==> src/hw/rtl/gda_pkg.sv <==
// Shared types, constants and calendar helpers for the Gregorian date unit.
package gda_pkg;

  localparam int YEAR_W = 15;  // working year, covers estimate plus one
  localparam int SER_W  = 23;  // serial day number
  localparam int DOY_W  = 9;   // day of year

  localparam logic [1:0] KIND_ADD = 2'd0;

  localparam logic [1:0] YSEL_FIRST  = 2'd0;
  localparam logic [1:0] YSEL_SECOND = 2'd1;
  localparam logic [1:0] YSEL_CUR    = 2'd2;
  localparam logic [1:0] YSEL_NEXT   = 2'd3;

  localparam logic [13:0] YEAR_LAST = 14'd9999;
  localparam logic [21:0] DIST_SAT  = 22'h3F_FFFF;

  typedef struct packed {
    logic [1:0]  kind;
    logic [4:0]  first_day;
    logic [3:0]  first_month;
    logic [13:0] first_year;
    logic [15:0] day_count;
    logic [4:0]  second_day;
    logic [3:0]  second_month;
    logic [13:0] second_year;
  } req_t;

  typedef struct packed {
    logic [4:0]  result_day;
    logic [3:0]  result_month;
    logic [13:0] result_year;
    logic [21:0] days_between;
    logic        first_earlier;
    logic        dates_equal;
    logic        range_error;
  } rsp_t;

  typedef struct packed {
    logic       load_req;
    logic [1:0] ysel;
    logic       cap_a;
    logic       cap_b;
    logic       shift;
    logic       est;
    logic       y_dec;
    logic       y_inc;
    logic       cap_doy;
    logic       m_dec;
    logic       load_out;
  } cmd_t;

  typedef struct packed {
    logic kind_dist;
    logic shift_err;
    logic y_pos;
    logic dby_gt_s;
    logic month_step;
  } sts_t;

  // Month 0 counts as January, 13 to 15 as December.
  function automatic logic [3:0] month_clamp(input logic [3:0] m);
    logic [3:0] r;
    r = m;
    if (m == 4'd0) r = 4'd1;
    if (m > 4'd12) r = 4'd12;
    return r;
  endfunction

  // Days in the months before m (1..12), with the leap day after February.
  function automatic logic [DOY_W-1:0] days_before_month(input logic [3:0] m,
                                                         input logic leap);
    logic [DOY_W-1:0] d;
    case (m)
      4'd1:    d = 9'd0;
      4'd2:    d = 9'd31;
      4'd3:    d = 9'd59;
      4'd4:    d = 9'd90;
      4'd5:    d = 9'd120;
      4'd6:    d = 9'd151;
      4'd7:    d = 9'd181;
      4'd8:    d = 9'd212;
      4'd9:    d = 9'd243;
      4'd10:   d = 9'd273;
      4'd11:   d = 9'd304;
      4'd12:   d = 9'd334;
      default: d = 9'd0;
    endcase
    if (m > 4'd2 && leap) d = d + 9'd1;
    return d;
  endfunction

endpackage

==> src/hw/rtl/gda_stream_if.sv <==
// Valid/ready channel carrying one word of a given payload type.
interface gda_stream_if #(
  parameter type payload_t = logic
);
  logic     valid;
  logic     ready;
  payload_t payload;

  modport source (output valid, output payload, input ready);
  modport sink   (input valid, input payload, output ready);
endinterface

==> src/hw/rtl/gda_year_unit.sv <==
// Two-stage unit giving days before a year and its leap flag.
module gda_year_unit
  import gda_pkg::*;
(
  input  logic              clk,
  input  logic [YEAR_W-1:0] year_in,
  output logic [SER_W-1:0]  dby,
  output logic              leap
);

  logic [YEAR_W-1:0] yb_r;
  logic [SER_W-1:0]  y365_r;
  logic [13:0]       q4_r;
  logic [8:0]        q100_r;
  logic [6:0]        q400_r;
  logic [8:0]        qy_r;
  logic [SER_W-1:0]  dby_r;
  logic              leap_r;

  logic [15:0] y_p3;
  logic [14:0] y_p99;
  logic [14:0] y_p399;
  logic [23:0] m365;
  logic [27:0] m100;
  logic [27:0] m400;
  logic [27:0] my;
  logic [14:0] qy100;

  // x/100 and x/400 by reciprocal 5243/2^19 and 5243/2^21, exact below 43690
  assign y_p3   = {1'b0, year_in} + 16'd3;
  assign y_p99  = year_in + 15'd99;
  assign y_p399 = year_in + 15'd399;
  assign m365   = {9'd0, year_in} * 24'd365;
  assign m100   = {13'd0, y_p99} * 28'd5243;
  assign m400   = {13'd0, y_p399} * 28'd5243;
  assign my     = {13'd0, year_in} * 28'd5243;

  always_ff @(posedge clk) begin
    yb_r   <= year_in;
    y365_r <= m365[SER_W-1:0];
    q4_r   <= y_p3[15:2];
    q100_r <= m100[27:19];
    q400_r <= m400[27:21];
    qy_r   <= my[27:19];
  end

  assign qy100 = {6'd0, qy_r} * 15'd100;

  always_ff @(posedge clk) begin
    dby_r  <= y365_r + {9'd0, q4_r} - {14'd0, q100_r} + {16'd0, q400_r};
    leap_r <= (yb_r[1:0] == 2'b00) && ((qy100 != yb_r) || (qy_r[1:0] == 2'b00));
  end

  assign dby  = dby_r;
  assign leap = leap_r;

endmodule

==> src/hw/rtl/gda_datapath.sv <==
// Datapath: request hold, serial numbers, year and month walk, result word.
module gda_datapath
  import gda_pkg::*;
(
  input  logic clk,
  input  req_t req_in,
  input  cmd_t cmd,
  output sts_t sts,
  output rsp_t rsp
);

  req_t              req_r;
  logic              earlier_r;
  logic              equal_r;
  logic [SER_W-1:0]  ser_a_r;
  logic [SER_W-1:0]  ser_b_r;
  logic [SER_W-1:0]  s_r;
  logic              err_r;
  logic [YEAR_W-1:0] y_r;
  logic [DOY_W-1:0]  doy_r;
  logic              leapf_r;
  logic [3:0]        m_r;
  rsp_t              rsp_r;

  logic [YEAR_W-1:0] y_sel;
  logic [SER_W-1:0]  dby;
  logic              leap;
  logic [SER_W-1:0]  ser_first;
  logic [SER_W-1:0]  ser_second;
  logic [SER_W:0]    s_wide;
  logic              shift_err;
  logic [34:0]       y_est;
  logic [DOY_W-1:0]  dbm_cur;
  logic [SER_W-1:0]  diff;
  logic [DOY_W-1:0]  day_wide;
  rsp_t              rsp_nxt;

  always_comb begin
    case (cmd.ysel)
      YSEL_FIRST:  y_sel = {1'b0, req_r.first_year};
      YSEL_SECOND: y_sel = {1'b0, req_r.second_year};
      YSEL_CUR:    y_sel = y_r;
      default:     y_sel = y_r + 15'd1;
    endcase
  end

  gda_year_unit u_year (
    .clk     (clk),
    .year_in (y_sel),
    .dby     (dby),
    .leap    (leap)
  );

  // Serial numbers are kept one above the day count from 1 January of year 0
  assign ser_first  = dby + {14'd0, days_before_month(month_clamp(req_r.first_month), leap)}
                    + {18'd0, req_r.first_day};
  assign ser_second = dby + {14'd0, days_before_month(month_clamp(req_r.second_month), leap)}
                    + {18'd0, req_r.second_day};

  always_comb begin
    if (req_r.kind == KIND_ADD) begin
      shift_err = (ser_a_r == '0) && (req_r.day_count == '0);
      s_wide    = {1'b0, ser_a_r} + {8'd0, req_r.day_count} - 24'd1;
    end else begin
      shift_err = ser_a_r <= {7'd0, req_r.day_count};
      s_wide    = {1'b0, ser_a_r} - {8'd0, req_r.day_count} - 24'd1;
    end
  end

  // Year estimate: s * 400 / 146097 approximated by s * 2870 / 2^20
  assign y_est   = {12'd0, s_r} * 35'd2870;
  assign dbm_cur = days_before_month(m_r, leapf_r);

  always_ff @(posedge clk) begin
    if (cmd.load_req) begin
      req_r     <= req_in;
      earlier_r <= {req_in.first_year, req_in.first_month, req_in.first_day}
                 < {req_in.second_year, req_in.second_month, req_in.second_day};
      equal_r   <= {req_in.first_year, req_in.first_month, req_in.first_day}
                == {req_in.second_year, req_in.second_month, req_in.second_day};
    end
    if (cmd.cap_a) ser_a_r <= ser_first;
    if (cmd.cap_b) ser_b_r <= ser_second;
    if (cmd.shift) begin
      err_r <= shift_err;
      s_r   <= s_wide[SER_W-1:0];
    end
    if (cmd.est) y_r <= y_est[34:20];
    else if (cmd.y_dec) y_r <= y_r - 15'd1;
    else if (cmd.y_inc) y_r <= y_r + 15'd1;
    if (cmd.cap_doy) begin
      doy_r   <= DOY_W'(s_r - dby);
      leapf_r <= leap;
    end
    if (cmd.cap_doy) m_r <= 4'd12;
    else if (cmd.m_dec) m_r <= m_r - 4'd1;
    if (cmd.load_out) rsp_r <= rsp_nxt;
  end

  assign diff     = (ser_a_r >= ser_b_r) ? ser_a_r - ser_b_r : ser_b_r - ser_a_r;
  assign day_wide = doy_r - dbm_cur + 9'd1;

  always_comb begin
    rsp_nxt               = '0;
    rsp_nxt.first_earlier = earlier_r;
    rsp_nxt.dates_equal   = equal_r;
    if (req_r.kind[1]) begin
      rsp_nxt.days_between = diff[SER_W-1] ? DIST_SAT : diff[21:0];
    end else if (err_r || (y_r == '0) || (y_r > {1'b0, YEAR_LAST})) begin
      rsp_nxt.range_error = 1'b1;
    end else begin
      rsp_nxt.result_day   = day_wide[4:0];
      rsp_nxt.result_month = m_r;
      rsp_nxt.result_year  = y_r[13:0];
    end
  end

  assign sts.kind_dist  = req_r.kind[1];
  assign sts.shift_err  = shift_err;
  assign sts.y_pos      = (y_r != '0);
  assign sts.dby_gt_s   = (dby > s_r);
  assign sts.month_step = (m_r > 4'd1) && (dbm_cur > doy_r);

  assign rsp = rsp_r;

endmodule

==> src/hw/rtl/gda_ctrl.sv <==
// Controller: sequences serial build, year correction and month search.
module gda_ctrl
  import gda_pkg::*;
(
  input  logic clk,
  input  logic rst_n,
  input  logic in_valid,
  output logic in_ready,
  output logic out_valid,
  input  logic out_ready,
  input  sts_t sts,
  output cmd_t cmd
);

  localparam logic [3:0] S_IDLE  = 4'd0;
  localparam logic [3:0] S_Y1    = 4'd1;
  localparam logic [3:0] S_Y2    = 4'd2;
  localparam logic [3:0] S_SHIFT = 4'd3;
  localparam logic [3:0] S_EST   = 4'd4;
  localparam logic [3:0] S_DOWN  = 4'd5;
  localparam logic [3:0] S_UP    = 4'd6;
  localparam logic [3:0] S_YFIN  = 4'd7;
  localparam logic [3:0] S_MONTH = 4'd8;
  localparam logic [3:0] S_DONE  = 4'd9;

  localparam logic [1:0] WAIT_LAST = 2'd2;

  logic [3:0] state_r, state_nxt;
  logic [1:0] cnt_r, cnt_nxt;
  logic       out_valid_r, out_valid_nxt;
  logic       in_year;
  logic       eval;

  assign eval = (cnt_r == WAIT_LAST);

  always_comb begin
    unique case (state_r) inside
      S_Y1, S_Y2, S_DOWN, S_UP, S_YFIN: in_year = 1'b1;
      default:                          in_year = 1'b0;
    endcase
  end

  always_comb begin
    cmd       = '0;
    cmd.ysel  = YSEL_FIRST;
    state_nxt = state_r;
    unique case (state_r)
      S_IDLE: begin
        if (in_valid) begin
          cmd.load_req = 1'b1;
          state_nxt    = S_Y1;
        end
      end
      S_Y1: begin
        cmd.ysel = YSEL_FIRST;
        if (eval) begin
          cmd.cap_a = 1'b1;
          state_nxt = sts.kind_dist ? S_Y2 : S_SHIFT;
        end
      end
      S_Y2: begin
        cmd.ysel = YSEL_SECOND;
        if (eval) begin
          cmd.cap_b = 1'b1;
          state_nxt = S_DONE;
        end
      end
      S_SHIFT: begin
        cmd.shift = 1'b1;
        state_nxt = sts.shift_err ? S_DONE : S_EST;
      end
      S_EST: begin
        cmd.est   = 1'b1;
        state_nxt = S_DOWN;
      end
      S_DOWN: begin
        cmd.ysel = YSEL_CUR;
        if (eval) begin
          if (sts.y_pos && sts.dby_gt_s) cmd.y_dec = 1'b1;
          else state_nxt = S_UP;
        end
      end
      S_UP: begin
        cmd.ysel = YSEL_NEXT;
        if (eval) begin
          if (!sts.dby_gt_s) cmd.y_inc = 1'b1;
          else state_nxt = S_YFIN;
        end
      end
      S_YFIN: begin
        cmd.ysel = YSEL_CUR;
        if (eval) begin
          cmd.cap_doy = 1'b1;
          state_nxt   = S_MONTH;
        end
      end
      S_MONTH: begin
        if (sts.month_step) cmd.m_dec = 1'b1;
        else state_nxt = S_DONE;
      end
      S_DONE: begin
        if (!out_valid_r || out_ready) begin
          cmd.load_out = 1'b1;
          state_nxt    = S_IDLE;
        end
      end
      default: state_nxt = S_IDLE;
    endcase
  end

  // Restart the year unit wait whenever the year operand changes
  assign cnt_nxt = (in_year && !eval) ? cnt_r + 2'd1 : 2'd0;

  always_comb begin
    out_valid_nxt = out_valid_r;
    if (cmd.load_out) out_valid_nxt = 1'b1;
    else if (out_ready) out_valid_nxt = 1'b0;
  end

  always_ff @(posedge clk) begin
    if (!rst_n) begin
      state_r     <= S_IDLE;
      cnt_r       <= 2'd0;
      out_valid_r <= 1'b0;
    end else begin
      state_r     <= state_nxt;
      cnt_r       <= cnt_nxt;
      out_valid_r <= out_valid_nxt;
    end
  end

  // Hold ready low while reset is asserted so no word looks taken.
  assign in_ready  = rst_n && (state_r == S_IDLE);
  assign out_valid = out_valid_r;

`ifndef NO_ASSERTIONS
  a_load_out_free: assert property (@(posedge clk) disable iff (!rst_n)
    cmd.load_out |-> (!out_valid_r || out_ready))
    else $error("result word overwritten while held");

  a_accept_starts: assert property (@(posedge clk) disable iff (!rst_n)
    (in_valid && in_ready) |=> (state_r == S_Y1 && cnt_r == 2'd0))
    else $error("accepted word did not start the first year lookup");

  a_dec_positive: assert property (@(posedge clk) disable iff (!rst_n)
    cmd.y_dec |-> sts.y_pos)
    else $error("year decremented below zero");

  a_dec_rewait: assert property (@(posedge clk) disable iff (!rst_n)
    (state_r == S_DOWN && cmd.y_dec) |=> (state_r == S_DOWN && cnt_r == 2'd0))
    else $error("year walk did not restart the lookup wait");
`endif

endmodule

==> src/hw/rtl/gregorian_date_arithmetic_core.sv <==
// Sequence: days-between looks up both years and captures both serial numbers; a day shift looks up
//   the first year, shifts, estimates the year, walks it down then up (at least 2 year lookups) and
//   steps the month down (0 to 11 steps); a shift that falls below day zero skips to the result.
// Throughput: one word in flight; the next word is taken in the idle cycle after the result is
//   loaded, and the result load waits while a previous result word is still held.
// Reset: rst_n synchronous active low clears the controller state and the output valid flag and
//   holds input ready low; there are no stores to clear, and a word can be taken the cycle after.
module gregorian_date_arithmetic_core
  import gda_pkg::*;
(
  input  logic         clk,
  input  logic         rst_n,
  gda_stream_if.sink   in_req,
  gda_stream_if.source out_rsp
);

  cmd_t cmd;
  sts_t sts;
  rsp_t rsp;
  logic in_ready;
  logic out_valid;

  // Controller: walks each word through serial build and, for a day shift, year fix-up and month search.
  gda_ctrl u_ctrl (
    .clk       (clk),
    .rst_n     (rst_n),
    .in_valid  (in_req.valid),
    .in_ready  (in_ready),
    .out_valid (out_valid),
    .out_ready (out_rsp.ready),
    .sts       (sts),
    .cmd       (cmd)
  );

  // Datapath: holds the request, the serial day numbers, the working year
  // and month, and the output word register.
  gda_datapath u_dp (
    .clk    (clk),
    .req_in (in_req.payload),
    .cmd    (cmd),
    .sts    (sts),
    .rsp    (rsp)
  );

  // Input side is free whenever the controller is idle and out of reset, even while the
  // previous result word still waits in the output register.
  assign in_req.ready    = in_ready;
  assign out_rsp.valid   = out_valid;
  assign out_rsp.payload = rsp;

endmodule
==> src/flat_wrapper.sv <==
// flat-port wrapper written by rule: the top's interface ports become plain ports
module gregorian_date_arithmetic_core_flat import gda_pkg::*;
  (clk, rst_n, in_req_valid, in_req_payload, in_req_ready, out_rsp_valid, out_rsp_payload, out_rsp_ready);
  gda_stream_if in_req_i ();
  gda_stream_if out_rsp_i ();
  input  logic clk;
  input  logic rst_n;
  input wire logic [$bits(in_req_i.valid)-1:0] in_req_valid;
  input wire logic [$bits(in_req_i.payload)-1:0] in_req_payload;
  output wire logic [$bits(in_req_i.ready)-1:0] in_req_ready;
  output wire logic [$bits(out_rsp_i.valid)-1:0] out_rsp_valid;
  output wire logic [$bits(out_rsp_i.payload)-1:0] out_rsp_payload;
  input wire logic [$bits(out_rsp_i.ready)-1:0] out_rsp_ready;
  assign in_req_i.valid = in_req_valid;
  assign in_req_i.payload = in_req_payload;
  assign in_req_ready = in_req_i.ready;
  assign out_rsp_valid = out_rsp_i.valid;
  assign out_rsp_payload = out_rsp_i.payload;
  assign out_rsp_i.ready = out_rsp_ready;
  gregorian_date_arithmetic_core u_core (.clk(clk), .rst_n(rst_n), .in_req(in_req_i), .out_rsp(out_rsp_i));
endmodule
==> config.mk <==
export PLATFORM = sky130hd
export DESIGN_NAME = gregorian_date_arithmetic_core_flat
export DESIGN_NICKNAME = d
export VERILOG_FILES = /design/src/hw/rtl/gda_pkg.sv /design/src/hw/rtl/gda_stream_if.sv /design/src/hw/rtl/gda_year_unit.sv /design/src/hw/rtl/gda_datapath.sv /design/src/hw/rtl/gda_ctrl.sv /design/src/hw/rtl/gregorian_date_arithmetic_core.sv /design/src/flat_wrapper.sv
export SDC_FILE = /design/constraint.sdc
export NUM_CORES = 2
export LEC_CHECK = 0
export BUFFER_PORTS_ARGS = -buffer_cell sky130_fd_sc_hd__clkbuf_2
export CAP_MARGIN = 20
export CORE_AREA = 3 3 270 272
export CTS_CLUSTER_DIAMETER = 40
export CTS_CLUSTER_SIZE = 8
export DETAILED_ROUTE_END_ITERATION = 6
export DIE_AREA = 0 0 273 275
export SETUP_SLACK_MARGIN = 0.02
export SLEW_MARGIN = 25
export SYNTH_ARGS = -nofsm -noshare
export SYNTH_HDL_FRONTEND = slang
export SYNTH_SLANG_ARGS = --single-unit
==> constraint.sdc <==
create_clock -name clk -period 7.3 [get_ports clk]
set_clock_uncertainty 0.1 [all_clocks]
set_input_delay 0.73 -clock clk [delete_from_list [all_inputs] [get_ports clk]]
set_output_delay 0.73 -clock clk [all_outputs]
set_load 0.1 [all_outputs]
==> impl_metrics.json <==
{
  "start_kind": "flip-flop",
  "setup_tns_ns": 0,
  "worst_setup_path_end_kind": "flip-flop",
  "fmax_mhz": 140,
  "die_x_um": 273,
  "cts_htree_levels": 4,
  "critPathArrivalTime_ns": 7.45,
  "finalWirelength_mm": 65.6,
  "port_buffers": 7,
  "synth_area_um2": 28300,
  "syn_inst": 2850,
  "path_class": "flip-flop to flip-flop",
  "drc_errors": 0,
  "grt_overflow": 0,
  "io_pins": 8,
  "cts_max_path_buffers": 2,
  "clock_sinks": 193,
  "dp_hpwl_mm": 56.5,
  "ys.flop_type": "dfxtp_1",
  "routed_via_density": 4.84,
  "required_ns": 7.61,
  "setup_viol": 0,
  "ys_async_sr_fraction_pct": 0,
  "syn_nets": 3806,
  "avgSynthCellArea_um2": 9.92,
  "ys_seq_area_share_pct": 16.3,
  "setup_slack_ns": 0.161,
  "grt.total_usage_pct": 18.1,
  "die-area_um2": 75100,
  "firstDrtPassIters": 5,
  "period_needed_ns": 7.14,
  "synth_edf_count": 74,
  "grt_max_degree": 25,
  "cts_tree": "yes",
  "cts_buffers": 17,
  "clk_latency_ns": 0.47,
  "synth_area_leaders": "ha_1, fa_1, inv_1",
  "final_antenna_net_count": 0,
  "cts_root_buffer": "clkbuf_16",
  "crit_path_max_fanout": 4,
  "synth_top_area_share_pct": 26.4,
  "max_stage_delay_ns": 0.53,
  "nets": 3998,
  "pre_cts_ws_ns": -0.138,
  "finalNonFillerCells": 4006,
  "die_y_um": 275,
  "hold_violations": 0,
  "start_util_pct": 39.8,
  "drv_slew": 0,
  "grt_pass1_wl_mm": 106,
  "place_inst": 3940,
  "final_util_pct": 45.6,
  "wl_per_cell_um": 16.4,
  "yosys.area.top_type": "ha_1",
  "max_slew_margin_pct": 33.5,
  "tightest_slew_ns": 0.997,
  "drv_cap": 0,
  "rows": 98,
  "via_count": 19400,
  "drive_gt1_share_pct": 13.2,
  "antenna_found_initial": 2,
  "finalCritPeriodShare_pct": 97.8,
  "path_clk_slew_ns": 0.09,
  "min_path_type": "flip-flop to flip-flop",
  "gp_congestion": 0.898,
  "core_um2": 71000,
  "hold_buffers": 0,
  "cp_slowest_cell": "fa_1",
  "synth_cell_types": 83,
  "ys_ff_latch": 193,
  "area_delta_synth_final_pct": 14.6,
  "first_iter_violations": 834,
  "grt_pass1_vias": 20000,
  "yosysWarnings": 0,
  "rsz0062_at_grt": "yes",
  "outcome": "completed"
}
[worst paths after layout]
path	start	slack [ns]	cells past startpoint	endpoint
worst max-delay path	u_core.u_dp.y_r[0]	0.16	33	u_core.u_dp.u_year.q100_r[8]
worst min-delay path	u_core.u_ctrl.cnt_r[0]	0.31	1	u_core.u_ctrl.cnt_r[0]
worst max register to register	u_core.u_dp.y_r[0]	0.16	33	u_core.u_dp.u_year.q100_r[8]
worst min register to register	u_core.u_ctrl.cnt_r[0]	0.31	1	u_core.u_ctrl.cnt_r[0]
[repair_timing]
action                                  CTS  global route
pin swaps                                16            90
setup buffers                             6            29
endpoints found under the setup margin    9            18
resized for setup                        16           142
[kinds of logic (layout without fill, tap and decap cells)]
family / Yosys count / count (layout) / share of synthesized area [%]
and+or+nand+nor: 442 / 442 / 7.96
DFF: 193 / 193 / 16.3
adders and majority gates: 951 / 951 / 51.5
other: 0 / 1 / 0
muxes: 24 / 24 / 0.863
AOI/OAI and AO/OA: 319 / 319 / 7.44
buffers and inverters: 723 / 928 / 9.66
xor gates and xnor gates: 198 / 198 / 6.24
[through the flow]
step | area, um2 | hold WS (ns)
4_1_cts | 31500 | 0.315
3_3_place_gp | 30700 | 0.287
3_5_place_dp | 30700 | 0.289
2_1_floorplan | 28400 | 0.286
5_1_grt | 32400 | 0.338
6_report | 32400 | 0.315
[layer usage]
metal	up-vias	track usage (%)	part of all wire (%)
met3	71	3.33	4.3
met4	2	4.45	2.1
met2	261	28.6	45
li1	9617	-	-
met5	-	0	0.018
met1	9444	25.6	49
[registers in the layout (all words and copies together) (netlist names), named ones only]
signal and count:
u_core.u_dp.u_year.yb_r 15, u_core.u_dp.u_year.dby 23, u_core.u_dp.u_year.q400_r 7, u_core.u_dp.req_r 1
u_core.u_dp.u_year.y365_r 21, u_core.u_ctrl.out_valid 1, u_core.u_dp.y_r 15, u_core.u_ctrl.state_r 4
u_core.u_dp.u_year.qy_r 9, u_core.u_dp.u_year.leap 1, u_core.u_dp.rsp 1, u_core.u_dp.u_year.q4_r 14
u_core.u_dp.err_r 1, u_core.u_dp.doy_r 9, u_core.u_ctrl.cnt_r 2, u_core.u_dp.ser_a_r 23
u_core.u_dp.s_r 23, u_core.u_dp.u_year.q100_r 9, u_core.u_dp.leapf_r 1, u_core.u_dp.m_r 4
[layout by cell type, fill, tap and decap left out, drive strengths merged, types with 43 or more instances in the layout]
| master | instances |
|---|---|
| inv | 699 |
| ha | 596 |
| fa | 355 |
| buf | 195 |
| xnor2 | 150 |
| dfxtp | 119 |
| nor2 | 105 |
| nand2 | 92 |
| a21oi | 84 |
| edfxtp | 74 |
| o21ai | 67 |
| a21o | 55 |
| nor3 | 51 |
| xor2 | 48 |
| nand3 | 43 |
[synth_stat cells, types with 24 or more instances]
master	count
nor2_1	105
edfxtp_1	74
dfxtp_1	119
o21ai_1	25
and3_1	26
xnor2_1	146
fa_1	355
o21a_1	24
a21o_1	55
o21ai_0	41
a21oi_1	80
ha_1	596
xor2_1	48
inv_1	684
nand3_1	42
nor3_1	51
nand2_1	92
[worst max-delay path: cells and delay by family (launching register included)]
kind                     cells  cell delay, ns
flip-flops                   1            0.49
buffers and inverters        6            0.52
XOR/XNOR                     2            0.28
adder cells (fa/ha/maj)      7            2.71
AO/OA/AOI/OAI                9            1.61
AND/OR/NAND/NOR              9            1.38
[layout make-up]
| cell class | instances | area (um2) |
|---|---|---|
| antenna | 1 | 2.50 |
| clock buffer | 17 | 425 |
| clock inverter | 15 | 204 |
| fill | 6712 | 38600 |
| inverter | 694 | 2610 |
| multi-input combinational | 1934 | 21800 |
| sequential | 193 | 4610 |
| tap | 950 | 1190 |
| timing repair buffer | 202 | 1560 |
Power is left out: the tool's default activity adds up to more than one toggle a clock period on the data nets, which glitch-free logic cannot reach.
